## src/rtl/middle_removal_bag_assert.svh

```systemverilog
// Assertion macros used by the middle removal bag RTL.
`ifndef MIDDLE_REMOVAL_BAG_ASSERT_SVH
`define MIDDLE_REMOVAL_BAG_ASSERT_SVH

// Same-cycle implication, checked out of reset.
`define MRB_ASSERT_IMP(lbl, ante, cons) \
  lbl: assert property (@(posedge clk) disable iff (!rst_n) (ante) |-> (cons)) \
    else $error("mrb assertion failed");

// Next-cycle implication, checked out of reset.
`define MRB_ASSERT_NXT(lbl, ante, cons) \
  lbl: assert property (@(posedge clk) disable iff (!rst_n) (ante) |=> (cons)) \
    else $error("mrb assertion failed");

`endif

```

## src/rtl/mrb_pkg.sv

```systemverilog
// Types and constants for the middle removal bag.
`timescale 1ns / 1ps
package mrb_pkg;

  localparam int DEPTH_DEF = 16;

  // request codes
  localparam logic REQ_PUSH = 1'b0;
  localparam logic REQ_POP  = 1'b1;

  // result status codes
  localparam logic [1:0] STAT_OK    = 2'd0;
  localparam logic [1:0] STAT_EMPTY = 2'd1;
  localparam logic [1:0] STAT_FULL  = 2'd2;

  // cell source select codes
  localparam logic [1:0] SEL_HOLD = 2'd0;
  localparam logic [1:0] SEL_LO   = 2'd1;
  localparam logic [1:0] SEL_HI   = 2'd2;

  typedef struct packed {
    logic              req_type;
    logic signed [31:0] push_value;
  } mrb_in_t;

  typedef struct packed {
    logic [1:0]         status;
    logic [4:0]         item_total;
    logic               is_empty;
    logic signed [31:0] middle_value;
    logic               middle_valid;
  } mrb_out_t;

  typedef struct packed {
    logic [1:0] sel;
    logic       load;
  } cell_ctl_t;

endpackage

```

## src/rtl/mrb_cell.sv

```systemverilog
// One storage cell of the bag: holds an item, takes a neighbor or a new item.
`timescale 1ns / 1ps
module mrb_cell (
  input  logic                      clk,
  input  mrb_pkg::cell_ctl_t        ctl,
  input  logic signed [31:0]        from_lo,
  input  logic signed [31:0]        from_hi,
  input  logic signed [31:0]        ext_value,
  output logic signed [31:0]        value_nxt,
  output logic signed [31:0]        value
);
  import mrb_pkg::*;

  logic signed [31:0] value_r;

  // pick the next item: a new item wins over a neighbor transfer
  always_comb begin
    if (ctl.load) begin
      value_nxt = ext_value;
    end else begin
      case (ctl.sel)
        SEL_LO:   value_nxt = from_lo;
        SEL_HI:   value_nxt = from_hi;
        SEL_HOLD: value_nxt = value_r;
        default:  value_nxt = value_r;
      endcase
    end
  end

  always_ff @(posedge clk) begin
    value_r <= value_nxt;
  end

  assign value = value_r;

endmodule

```

## src/rtl/middle_removal_bag.sv

```systemverilog
// Middle removal bag: top level with the two cell chains around the middle item.
// Each result is registered and becomes valid in the cycle after its input transfer.
// Throughput: one operation per cycle while in_stall is low; every cell moves by at most one place per op.
// The middle item always sits in the first cell of the lower chain, so no search is needed.
// Reset clears the item count and the result valid; cell contents are not reset.
`timescale 1ns / 1ps
module middle_removal_bag #(
  parameter int DEPTH = mrb_pkg::DEPTH_DEF
) (
  input  logic              clk,
  input  logic              rst_n,
  input  logic              in_valid,
  output logic              in_stall,
  input  mrb_pkg::mrb_in_t  in_data,
  output logic              out_valid,
  input  logic              out_stall,
  output mrb_pkg::mrb_out_t out_data
);
  import mrb_pkg::*;

  localparam int CW = $clog2(DEPTH + 1);
  // lower chain: item at middle down to item 0; upper chain: middle+1 upward
  localparam int LH = (DEPTH + 1) / 2;
  localparam int RH = DEPTH / 2;

  logic [CW-1:0]      cnt_r, cnt_nxt, mid;
  logic               out_valid_r;
  mrb_out_t           out_data_r;
  logic               in_xfer, is_push, full, empty, odd;
  logic               do_push, do_pop, mid_up;
  logic [1:0]         status;
  logic [CW+4:0]      tot_ext;

  logic signed [31:0] l_val [LH];
  logic signed [31:0] l_nxt [LH];
  logic signed [31:0] r_val [RH];
  logic signed [31:0] r_nxt [RH];
  cell_ctl_t          l_ctl [LH];
  cell_ctl_t          r_ctl [RH];

  // handshake: the output register parts the two sides
  assign in_stall = out_valid_r && out_stall;
  assign in_xfer  = in_valid && !in_stall;

  assign is_push = (in_data.req_type == REQ_PUSH);
  assign full    = (cnt_r == CW'(DEPTH));
  assign empty   = (cnt_r == '0);
  assign odd     = cnt_r[0];
  assign mid     = (cnt_r - CW'(1)) >> 1;
  assign do_push = in_xfer && is_push && !full;
  assign do_pop  = in_xfer && !is_push && !empty;
  // push on an even nonzero count moves the middle one item up
  assign mid_up  = do_push && !odd && !empty;

  // lower chain
  for (genvar i = 0; i < LH; i++) begin : g_lo
    logic signed [31:0] lo_src, hi_src;

    assign lo_src = (i == 0) ? r_val[0] : l_val[(i == 0) ? 0 : i - 1];
    assign hi_src = (i == LH - 1) ? l_val[i] : l_val[(i == LH - 1) ? i : i + 1];

    always_comb begin
      l_ctl[i].sel  = SEL_HOLD;
      l_ctl[i].load = do_push && empty && (i == 0);
      if (mid_up) begin
        l_ctl[i].sel = SEL_LO;
      end else if (do_pop && odd) begin
        l_ctl[i].sel = SEL_HI;
      end else if (do_pop && !odd && (i == 0)) begin
        l_ctl[i].sel = SEL_LO;
      end
    end

    mrb_cell u_cell (
      .clk       (clk),
      .ctl       (l_ctl[i]),
      .from_lo   (lo_src),
      .from_hi   (hi_src),
      .ext_value (in_data.push_value),
      .value_nxt (l_nxt[i]),
      .value     (l_val[i])
    );
  end

  // upper chain
  for (genvar i = 0; i < RH; i++) begin : g_hi
    logic signed [31:0] hi_src;

    assign hi_src = (i == RH - 1) ? r_val[i] : r_val[(i == RH - 1) ? i : i + 1];

    always_comb begin
      r_ctl[i].sel  = (mid_up || (do_pop && !odd)) ? SEL_HI : SEL_HOLD;
      r_ctl[i].load = do_push && !empty && (mid == CW'(i));
    end

    mrb_cell u_cell (
      .clk       (clk),
      .ctl       (r_ctl[i]),
      .from_lo   (r_val[i]),
      .from_hi   (hi_src),
      .ext_value (in_data.push_value),
      .value_nxt (r_nxt[i]),
      .value     (r_val[i])
    );
  end

  // count and status
  always_comb begin
    cnt_nxt = cnt_r;
    status  = STAT_OK;
    if (do_push) begin
      cnt_nxt = cnt_r + CW'(1);
    end else if (do_pop) begin
      cnt_nxt = cnt_r - CW'(1);
    end
    if (in_xfer && is_push && full) begin
      status = STAT_FULL;
    end else if (in_xfer && !is_push && empty) begin
      status = STAT_EMPTY;
    end
  end

  assign tot_ext = {5'b0, cnt_nxt};

  always_ff @(posedge clk) begin
    if (!rst_n) begin
      cnt_r       <= '0;
      out_valid_r <= 1'b0;
    end else begin
      cnt_r <= cnt_nxt;
      if (in_xfer) begin
        out_valid_r <= 1'b1;
      end else if (!out_stall) begin
        out_valid_r <= 1'b0;
      end
    end
  end

  // capture the result of each transfer
  always_ff @(posedge clk) begin
    if (in_xfer) begin
      out_data_r.status       <= status;
      out_data_r.item_total   <= tot_ext[4:0];
      out_data_r.is_empty     <= (cnt_nxt == '0);
      out_data_r.middle_value <= (cnt_nxt != '0) ? l_nxt[0] : 32'sd0;
      out_data_r.middle_valid <= (cnt_nxt != '0);
    end
  end

  assign out_valid = out_valid_r;
  assign out_data  = out_data_r;

`include "middle_removal_bag_assert.svh"

  `MRB_ASSERT_IMP(a_cnt_range, 1'b1, cnt_r <= CW'(DEPTH))
  `MRB_ASSERT_NXT(a_full_keeps_cnt, in_xfer && is_push && full, cnt_r == $past(cnt_r))
  `MRB_ASSERT_NXT(a_xfer_gives_result, in_xfer, out_valid_r)
  `MRB_ASSERT_IMP(a_mid_flag, out_valid_r, out_data_r.middle_valid == !out_data_r.is_empty)
  // upper cells hold still when nothing is transferred
  `MRB_ASSERT_IMP(a_hi_idle_hold, !in_xfer, r_nxt[0] === r_val[0])

endmodule
```

## config.mk

```make
export PLATFORM = sky130hd
export DESIGN_NAME = middle_removal_bag
export DESIGN_NICKNAME = d
export VERILOG_FILES = /design/src/rtl/mrb_pkg.sv /design/src/rtl/mrb_cell.sv /design/src/rtl/middle_removal_bag.sv
export VERILOG_INCLUDE_DIRS = /design/src /design/src/rtl
export SDC_FILE = /design/constraint.sdc
export NUM_CORES = 1
export LEC_CHECK = 0
export BUFFER_PORTS_ARGS = -buffer_cell sky130_fd_sc_hd__buf_4
export CORE_ASPECT_RATIO = 2
export CORE_UTILIZATION = 51
export CTS_CLUSTER_SIZE = 16
export DETAILED_ROUTE_END_ITERATION = 7
export GPL_TIMING_DRIVEN = 0
export PLACE_DENSITY = 0.67
export REMOVE_ABC_BUFFERS = 1
export SETUP_SLACK_MARGIN = 0.1
export SLEW_MARGIN = 20
export SYNTH_ARGS = -nofsm -noshare
export SYNTH_HDL_FRONTEND = slang
export SYNTH_HIERARCHICAL = 1
export SYNTH_SLANG_ARGS = --single-unit
export TNS_END_PERCENT = 1
```

## constraint.sdc

```tcl
create_clock -name clk -period 15.03 [get_ports clk]
set_clock_uncertainty 0.1 [all_clocks]
set_input_delay 3.006 -clock clk [delete_from_list [all_inputs] [get_ports clk]]
set_output_delay 3.006 -clock clk [all_outputs]
set_load 0.02 [all_outputs]
```

Yosys cells after proc, flatten, opt, wreduce, memory -nomap -nowiden
Cells that the tools add are included.
Cells by class
  $add $sub $neg: 2
  $mul: 0
  div/mod/pow operators: 0
  magnitude comparators: 0
  equality and inequality tests: 14
  shift-type cells: 0
  muxes and demuxes: 33
  bitwise operators: 1
  reductions and logical operators: 39
Operators with widths (number)
  two-way mux 32 bit: 15
  one-hot mux 32 bit (2 select lines): 7
  logical AND 1 bit: 22
  equality test 4 x 3 -> 1 bit (second input constant): 4
  nonzero test 2 bit: 8
  zero test 5 bit: 3
  two-way mux 2 bit: 5
  two-way mux 5 bit: 2
  equality test 4 x 2 -> 1 bit (second input constant): 2
  equality test 2 bit (second input constant): 3
  adder 5 x 1 -> 5 bit (second input constant): 1
  equality test 5 bit (second input constant): 1
  nonzero test 5 bit: 1
  subtractor 5 x 1 -> 5 bit (second input constant): 1
  equality test 2 x 1 -> 1 bit (second input constant): 2
  equality test 4 x 1 -> 1 bit (second input constant): 1
  zero test 1 bit: 4
  two-way mux 1 bit: 4
  inequality test 2 x 1 -> 1 bit (second input constant): 1
  logical OR 1 bit: 1
  inverter 1 bit: 1
Storage, ports and cells
  register bits after elaboration: 559
  bits in latches: 0
  bits in writable memories: 0
  bits in read-only memories: 0
  bits of input ports: 37
  output and inout bits: 43
  word-level logic and storage cells: 112
  memories kept: 0

Depth between registers and ports, before layout
Gate-level depths: netlist of the first run.
  depth in word-level cells: 12
  gate-level depth with buffers: 13
  gate-level depth less buffers: 11

Modules after synthesis
Netlist of the first run, hierarchy kept.
By module, submodules not included
  mrb_cell: times used 16, cells an instance 185, area an instance 1775.5 µm², seq. area each 640.6 µm²
  middle_removal_bag: times used 1, cells an instance 179, area an instance 2408.6 µm², seq. area each 1351.3 µm²

Worst setup path after synthesis of the first run
No wires, ideal clock.
  path type: input -> register
  start point: in in_valid
  end point: reg out_data_r, in the netlist out_data[10] (data pin)
  library setup time: 264 ps
  arrival time: 6706 ps
  data required time: 14666 ps
  slack: 7960 ps
  stages on the path: 11
  path buffers: 2
  path through: a21bo_2 inv_2 nand2_1 nor3_1 nor2b_1 ha_1 buf_6 buf_4 a221oi_1 o31ai_1 a21boi_2
RTL lines
  from (decl): line middle_removal_bag.sv:12  | input logic in_valid,
  to (decl): line middle_removal_bag.sv:28  | mrb_out_t out_data_r;

==> results of run 1 <==
final cells by class:
| class | count | area [sq um] |
|---|---|---|
| multi-input cells | 2224 | 17100 |
| clock buffers | 65 | 1380 |
| repair buffers | 156 | 1700 |
| clock inverters | 27 | 362 |
| fillers | 5113 | 26600 |
| inverters | 54 | 204 |
| well taps | 774 | 968 |
| flip-flops and latches | 559 | 11600 |
kinds of logic (layout without fill, tap and decap cells):
kind of cell	Yosys count	count (layout)	synth area share (%)
flip-flops	559	559	37.6
other	1	30	0.0122
AND/OR/NAND/NOR	1074	1074	17.7
adder cells (fa/ha/maj)	36	36	1.46
buffers and inverters	385	302	8.07
XOR/XNOR	4	4	0.114
AO/OA/AOI/OAI	1078	1078	35.0
multiplexers	2	2	0.0650
synth_stat cells, types with 2 or more instances:
cell,n
nor3b_1,16
a21boi_2,29
inv_1,53
nor2_1,6
o31ai_1,352
nand2_1,518
clkbuf_4,16
dfxtp_1,518
a21oi_1,3
o31ai_2,145
a221oi_1,336
nor2b_1,499
o21ai_1,4
buf_2,37
buf_4,81
and2_1,7
mux2i_1,2
a221oi_2,176
ha_1,36
a211oi_2,17
xor2_1,3
clkbuf_1,112
nor3_1,9
nor3_2,2
nor4_1,3
buf_6,84
edfxtp_1,41
a21boi_1,3
nor4b_1,2
nand3b_1,2
power breakdown:
part / total [mW] / switching, mW / internal [mW]
Clock: 1.40 / 0.595 / 0.802
Sequential: 2.38 / 0.422 / 1.96
Combinational: 1.44 / 0.770 / 0.671
layout by cell type, fill, tap and decap left out, types with 12 or more instances in the layout:
cell type | Yosys | routed
inv_1 | 53 | 53
buf_2 | 37 | 28
ha_2 | 0 | 15
conb_1 | 1 | 30
clkinv_2 | 0 | 13
o31ai_1 | 352 | 352
clkbuf_16 | 0 | 51
buf_4 | 81 | 89
a211oi_2 | 17 | 17
dfxtp_1 | 518 | 518
a21boi_2 | 29 | 29
nor2b_1 | 499 | 498
edfxtp_1 | 41 | 41
a221oi_1 | 336 | 336
o31ai_2 | 145 | 145
buf_12 | 0 | 12
a221oi_2 | 176 | 176
ha_1 | 36 | 12
buf_16 | 0 | 21
nor3b_1 | 16 | 16
nand2_1 | 518 | 518
metal layers:
layer	part of all wire (%)	routed length (um)	vias up	global-route usage, %
met5	0	0	-	0
li1	-	-	11700	-
met2	52	47200	1059	53.7
met3	5.9	5400	313	3.46
met1	37	34000	12600	31.9
met4	5.1	4690	0	16.1
metrics by stage:
stage               total power, mW  hold slack, ns  instances  area, sq um  setup slack, ns
floorplan                      3.33           0.363       2837        28600             4.54
global placement               3.65           0.374       3690        30200             1.04
detailed placement             3.80           0.394       3767        31500             6.57
CTS                            5.20           0.399       3859        33300             7.17
global route                   5.47           0.426       3859        33300             7.05
finish                         5.22           0.396       3859        33300             7.44
sequential cells by signal (all words and copies together), names as in the netlist:
register	cells
cnt_r	5
g_hi.u_cell/value	256
g_lo.u_cell/value	256
out_data	41
out_valid	1
path summary, 6_finish.rpt:
check | from | cells past startpoint | end
hold / removal | g_lo[7].u_cell/value[30] | 2 | g_lo[7].u_cell/value[30]
setup reg to reg | out_valid | 10 | out_data[19]
hold reg to reg | g_lo[7].u_cell/value[30] | 2 | g_lo[7].u_cell/value[30]
setup / recovery | out_stall | 11 | out_data[19]
worst min-delay path: stages (launching register included):
cell      delay [ns]
dfxtp_1         0.33
nand2_1         0.07
a221oi_2        0.05
==> reports/summary.txt, run 1 <==
Synth Flop Type -> dfxtp_1
Slowest-stage cell, CP -> nor3_2
CTS resizes -> 0
final period utilization -> 50.5%
largest net degree at the start of global routing -> 65
number of flops mapped to enable cells by yosys -> 41
asr flop ratio synth -> 0%
Tightest Hold Check Type -> reg -> reg
warnings from Yosys -> 6
post-route setup TNS -> 0 ns
RSZ-0062 raised after global routing -> false
Data required, critical path -> 15.39 ns
Setup Viol. Count Final -> 0
setup bufs post-CTS -> 0
Core ar. -> 59900 sq um
vias per std cell -> 6.64
worst-path maximum fanout -> 64
area leader, netlist -> dfxtp_1
vias in the first global route -> 26100
leakage -> 12.1 nW
nets -> 3118
total track usage -> 29.1%
critical path's top delay family -> simple AND/OR/NAND/NOR gates
Routed WL per cell -> 23.7 um
Slew @ Worst Pin -> 1.83 ns
CP Class -> in -> reg
CTS tree -> built
CP Launch Type -> primary input
DP HPWL -> 58500 um
sequential area share after synthesis -> 37.6%
Worst path max stage delay -> 0.91 ns
Worst VDD drop -> 0.0875 mV
worst-skew pair later-pin latency -> 0.60 ns
worst path cell trace -> buf_4 > a21bo_2 > clkinv_2 > nand2_1 > nor3_2 > or2_2 > inv_1 > ha_4 > a221oi_1 > o31ai_1 > a21boi_2
number of synthesized register bits -> 559
maxcap violations -> 0
fmax -> 132 MHz
Synth area leaders -> dfxtp_1, nor2b_1, a221oi_1
final WL -> 91300 um
layout cells sized above 1 -> 21.1%
Hold-fix buffers, CTS -> 0
final core occ -> 55.6%
Die ar. -> 61500 sq um
Final ANT Viol Nets -> 0
Buf/Inv on CP -> 3
Die H -> 350 um
Cells after Synth -> 3139
num rows -> 127
CP endpoint kind -> flop
clock transition at the registers of the reported paths -> 0.07 ns
clock buffer depth -> 3
R2R setup slack -> 9.66 ns
post-layout minimum cycle time -> 7.59 ns
total gr overflow -> 0
Final Max Tran Viols -> 198
Port Buffers -> 79
Slew headroom -> -21.7%
Avg Inst Size Synth -> 9.82 sq um
initial core utilization -> 51.4%
Netlist cell types -> 57
Critical Path AT -> 7.95 ns
vias after detailed routing -> 25600
I/O pin cnt -> 80
DRT iter0 DRCs -> 2236
H-tree depth -> 2
failing checks -> slew limit
RePlAce Congestion -> 0.861
Syn Std Cell Area -> 30800 sq um
top cell type's share of synthesized area -> 33.7%
CTS root buffer -> clkbuf_16
CTS Buf Count -> 50
Pre-antenna DRT Iters -> 8
first-pass GRT wire length -> 142000 um
status -> finished, violations left
final hold viol count -> 0
Clock Sinks -> 559
Pwr Density -> 157 nW/um^2
DR DRC count -> 0
Area Overhead vs Synth -> 7.99%
initial antenna violation count -> 0
antenna cell count -> 0
Die X -> 176 um
No activity file was read; power rests on OpenSTA's default activity.
==> inputs of run 2 (changes only) <==
--- a/config.mk
+++ b/config.mk
@@ -6,13 +6,14 @@
 export SDC_FILE = /design/constraint.sdc
 export NUM_CORES = 1
 export LEC_CHECK = 0
+export ABC_AREA = 1
 export BUFFER_PORTS_ARGS = -buffer_cell sky130_fd_sc_hd__buf_4
 export CORE_ASPECT_RATIO = 2
 export CORE_UTILIZATION = 51
 export CTS_CLUSTER_SIZE = 16
 export DETAILED_ROUTE_END_ITERATION = 7
 export GPL_TIMING_DRIVEN = 0
-export PLACE_DENSITY = 0.67
+export PLACE_DENSITY = 0.7
 export REMOVE_ABC_BUFFERS = 1
 export SETUP_SLACK_MARGIN = 0.1
 export SLEW_MARGIN = 20
==> constraint.sdc (replaced) <==
create_clock -name clk -period 6.7 [get_ports clk]
set_clock_uncertainty 0.1 [all_clocks]
set_input_delay 1.34 -clock clk [delete_from_list [all_inputs] [get_ports clk]]
set_output_delay 1.34 -clock clk [all_outputs]
set_load 0.02 [all_outputs]
==> run 2 against run 1 <==
Net effect:
- the run now ends clean
- final cell count increased by 55%
- synthesized area increased by 7.8%
- power increased by 120%
- synthesized cell count increased by 67%
- critical path depth increased by 6
- sequential cell count unchanged
- clock-buffer cell count increased by 16
- core utilization decreased by 1.9 points
- worst hold slack improved by 0.020 ns
- register-to-register slack got worse by 7.9 ns
- largest cell class unchanged
- largest power group unchanged
==> reports/summary.txt, run 2 <==
Synth Flop Type -> dfxtp_1
final hold viol count -> 0
vias per std cell -> 4.89
top cell type's share of synthesized area -> 31.2%
Pwr Density -> 329 nW/um^2
post-route setup TNS -> 0 ns
area leader, netlist -> dfxtp_1
clock transition at the registers of the reported paths -> 0.06 ns
vias after detailed routing -> 29300
Hold-fix buffers, CTS -> 0
nets -> 5155
setup bufs post-CTS -> 0
commonest non-fill, non-tap cell in the layout -> nand2_1
vias in the first global route -> 27400
maxcap violations -> 0
met2 usage -> 49.1%
final cell count without fillers -> 5988
Cells after Synth -> 5236
most common cell in the netlist -> nand2_1
RSZ-0062 raised after global routing -> false
Setup Viol. Count Final -> 0
final WL -> 79900 um
asr flop ratio synth -> 0%
DR DRC count -> 0
Final Max Tran Viols -> 0
CP endpoint kind -> flop
antenna cell count -> 0
CTS root buffer -> clkbuf_16
Die ar. -> 66200 sq um
Tightest Hold Check Type -> reg -> reg
DRT iter0 DRCs -> 1612
DP HPWL -> 57200 um
Syn Std Cell Area -> 33200 sq um
total gr overflow -> 0
dpl cells -> 5899
H-tree depth -> 2
Routed WL per cell -> 13.3 um
Avg Inst Size Synth -> 6.35 sq um
fmax -> 195 MHz
most frequent cells in the layout -> nand2_1, inv_1, dfxtp_1
number of synthesized register bits -> 559
Netlist cell types -> 29
total track usage -> 24.0%
Critical Path AT -> 5.45 ns
CTS tree -> built
largest net degree at the start of global routing -> 65
post-layout minimum cycle time -> 5.14 ns
Port Buffers -> 79
Data required, critical path -> 7.01 ns
Final ANT Viol Nets -> 0
met1 Use GR -> 24.6%
number of flops mapped to enable cells by yosys -> 41
sequential area share after synthesis -> 34.9%
CTS resizes -> 0
M3 GR Usage -> 2.10%
Pre-antenna DRT Iters -> 5
status -> finished clean
first-pass GRT wire length -> 134000 um
warnings from Yosys -> 6
leakage -> 16.4 nW
CTS Buf Count -> 52
worst-path maximum fanout -> 33
Die H -> 363 um
Worst VDD drop -> 0.195 mV
initial core utilization -> 51.5%
CP Launch Type -> primary input
Clock Sinks -> 559
CP Class -> in -> reg
most frequent cells after synthesis -> nand2_1, inv_1, dfxtp_1, a21oi_1, nand3_1
Power, Total -> 11.4 mW
num rows -> 132
Slew headroom -> 4.36%
Slew @ Worst Pin -> 1.43 ns
RePlAce Congestion -> 0.834
final period utilization -> 76.7%
initial antenna violation count -> 0
I/O pin cnt -> 80
clock buffer depth -> 3
Core ar. -> 64600 sq um
layout cells sized above 1 -> 8.40%
worst-skew pair later-pin latency -> 0.60 ns
GR peak layer -> met2
Synth area leaders -> dfxtp_1, nand2_1, a21oi_1
Area Overhead vs Synth -> 4.21%
Die X -> 182 um
## run 2: logic make-up after synthesis
logic type / Yosys count / synth area share, %
other: 1 / 0.0113
AND/OR/NAND/NOR: 3147 / 40.2
buffers and inverters: 941 / 14.8
XOR/XNOR: 2 / 0.0527
AO/OA/AOI/OAI: 550 / 8.63
flip-flops: 559 / 34.9
adder cells (fa/ha/maj): 36 / 1.36
## run 2: routing by layer
metal | part of all wire (%) | routed length [um]
met1 | 40 | 32000
met4 | 2.2 | 1760
met2 | 55 | 43900
met5 | 0 | 0
met3 | 2.8 | 2240
## run 2: report_power, final
group	total, mW	leakage, nW	switching [mW]	internal [mW]
registers	5.09	4.77	0.689	4.40
clock network	3.00	0.814	1.31	1.68
logic	3.31	10.8	2.06	1.26
## run 2: metrics by stage
| stage | utilization [%] | setup WS [ns] | instance area, sq um | hold slack, ns |
|---|---|---|---|---|
| 3_3_place_gp | 50.3 | 0.347 | 32500 | 0.405 |
| 2_1_floorplan | - | 1.88 | 30800 | 0.416 |
| 6_report | 53.6 | 1.56 | 34600 | 0.416 |
| 5_1_grt | 53.6 | 1.26 | 34600 | 0.472 |
| 3_5_place_dp | 51.1 | 0.657 | 33000 | 0.414 |
| 4_1_cts | 53.6 | 1.28 | 34600 | 0.422 |
## run 2: path summary, 6_finish.rpt
kind | from | end | slack (ns) | cells after the start
worst min register to register | out_valid | out_valid | 0.42 | 2
worst min-delay path | out_valid | out_valid | 0.42 | 2
worst max register to register | cnt_r[0] | out_data[19] | 1.80 | 16
worst max-delay path | out_stall | out_data[19] | 1.56 | 17
## run 2: layout make-up
cell class | instances | area, sq um
sequential | 559 | 11600
timing repair buffer | 97 | 968
fill | 6422 | 30000
inverter | 614 | 2380
multi-input combinational | 3758 | 16900
clock inverter | 8 | 115
tap | 871 | 1090
clock buffer | 81 | 1540
## run 2: critical path, cell delays in order
cell	delay (ns)
buf_4	0.11
nand2_2	0.09
nand2_2	0.09
nor2_2	0.19
inv_1	0.13
nor2_1	0.28
inv_1	0.11
nor2_2	0.57
or2_2	0.55
inv_1	0.10
ha_2	0.82
clkinv_4	0.46
nand3_1	0.20
nand2_1	0.06
nand2_1	0.08
inv_1	0.05
a21oi_2	0.18
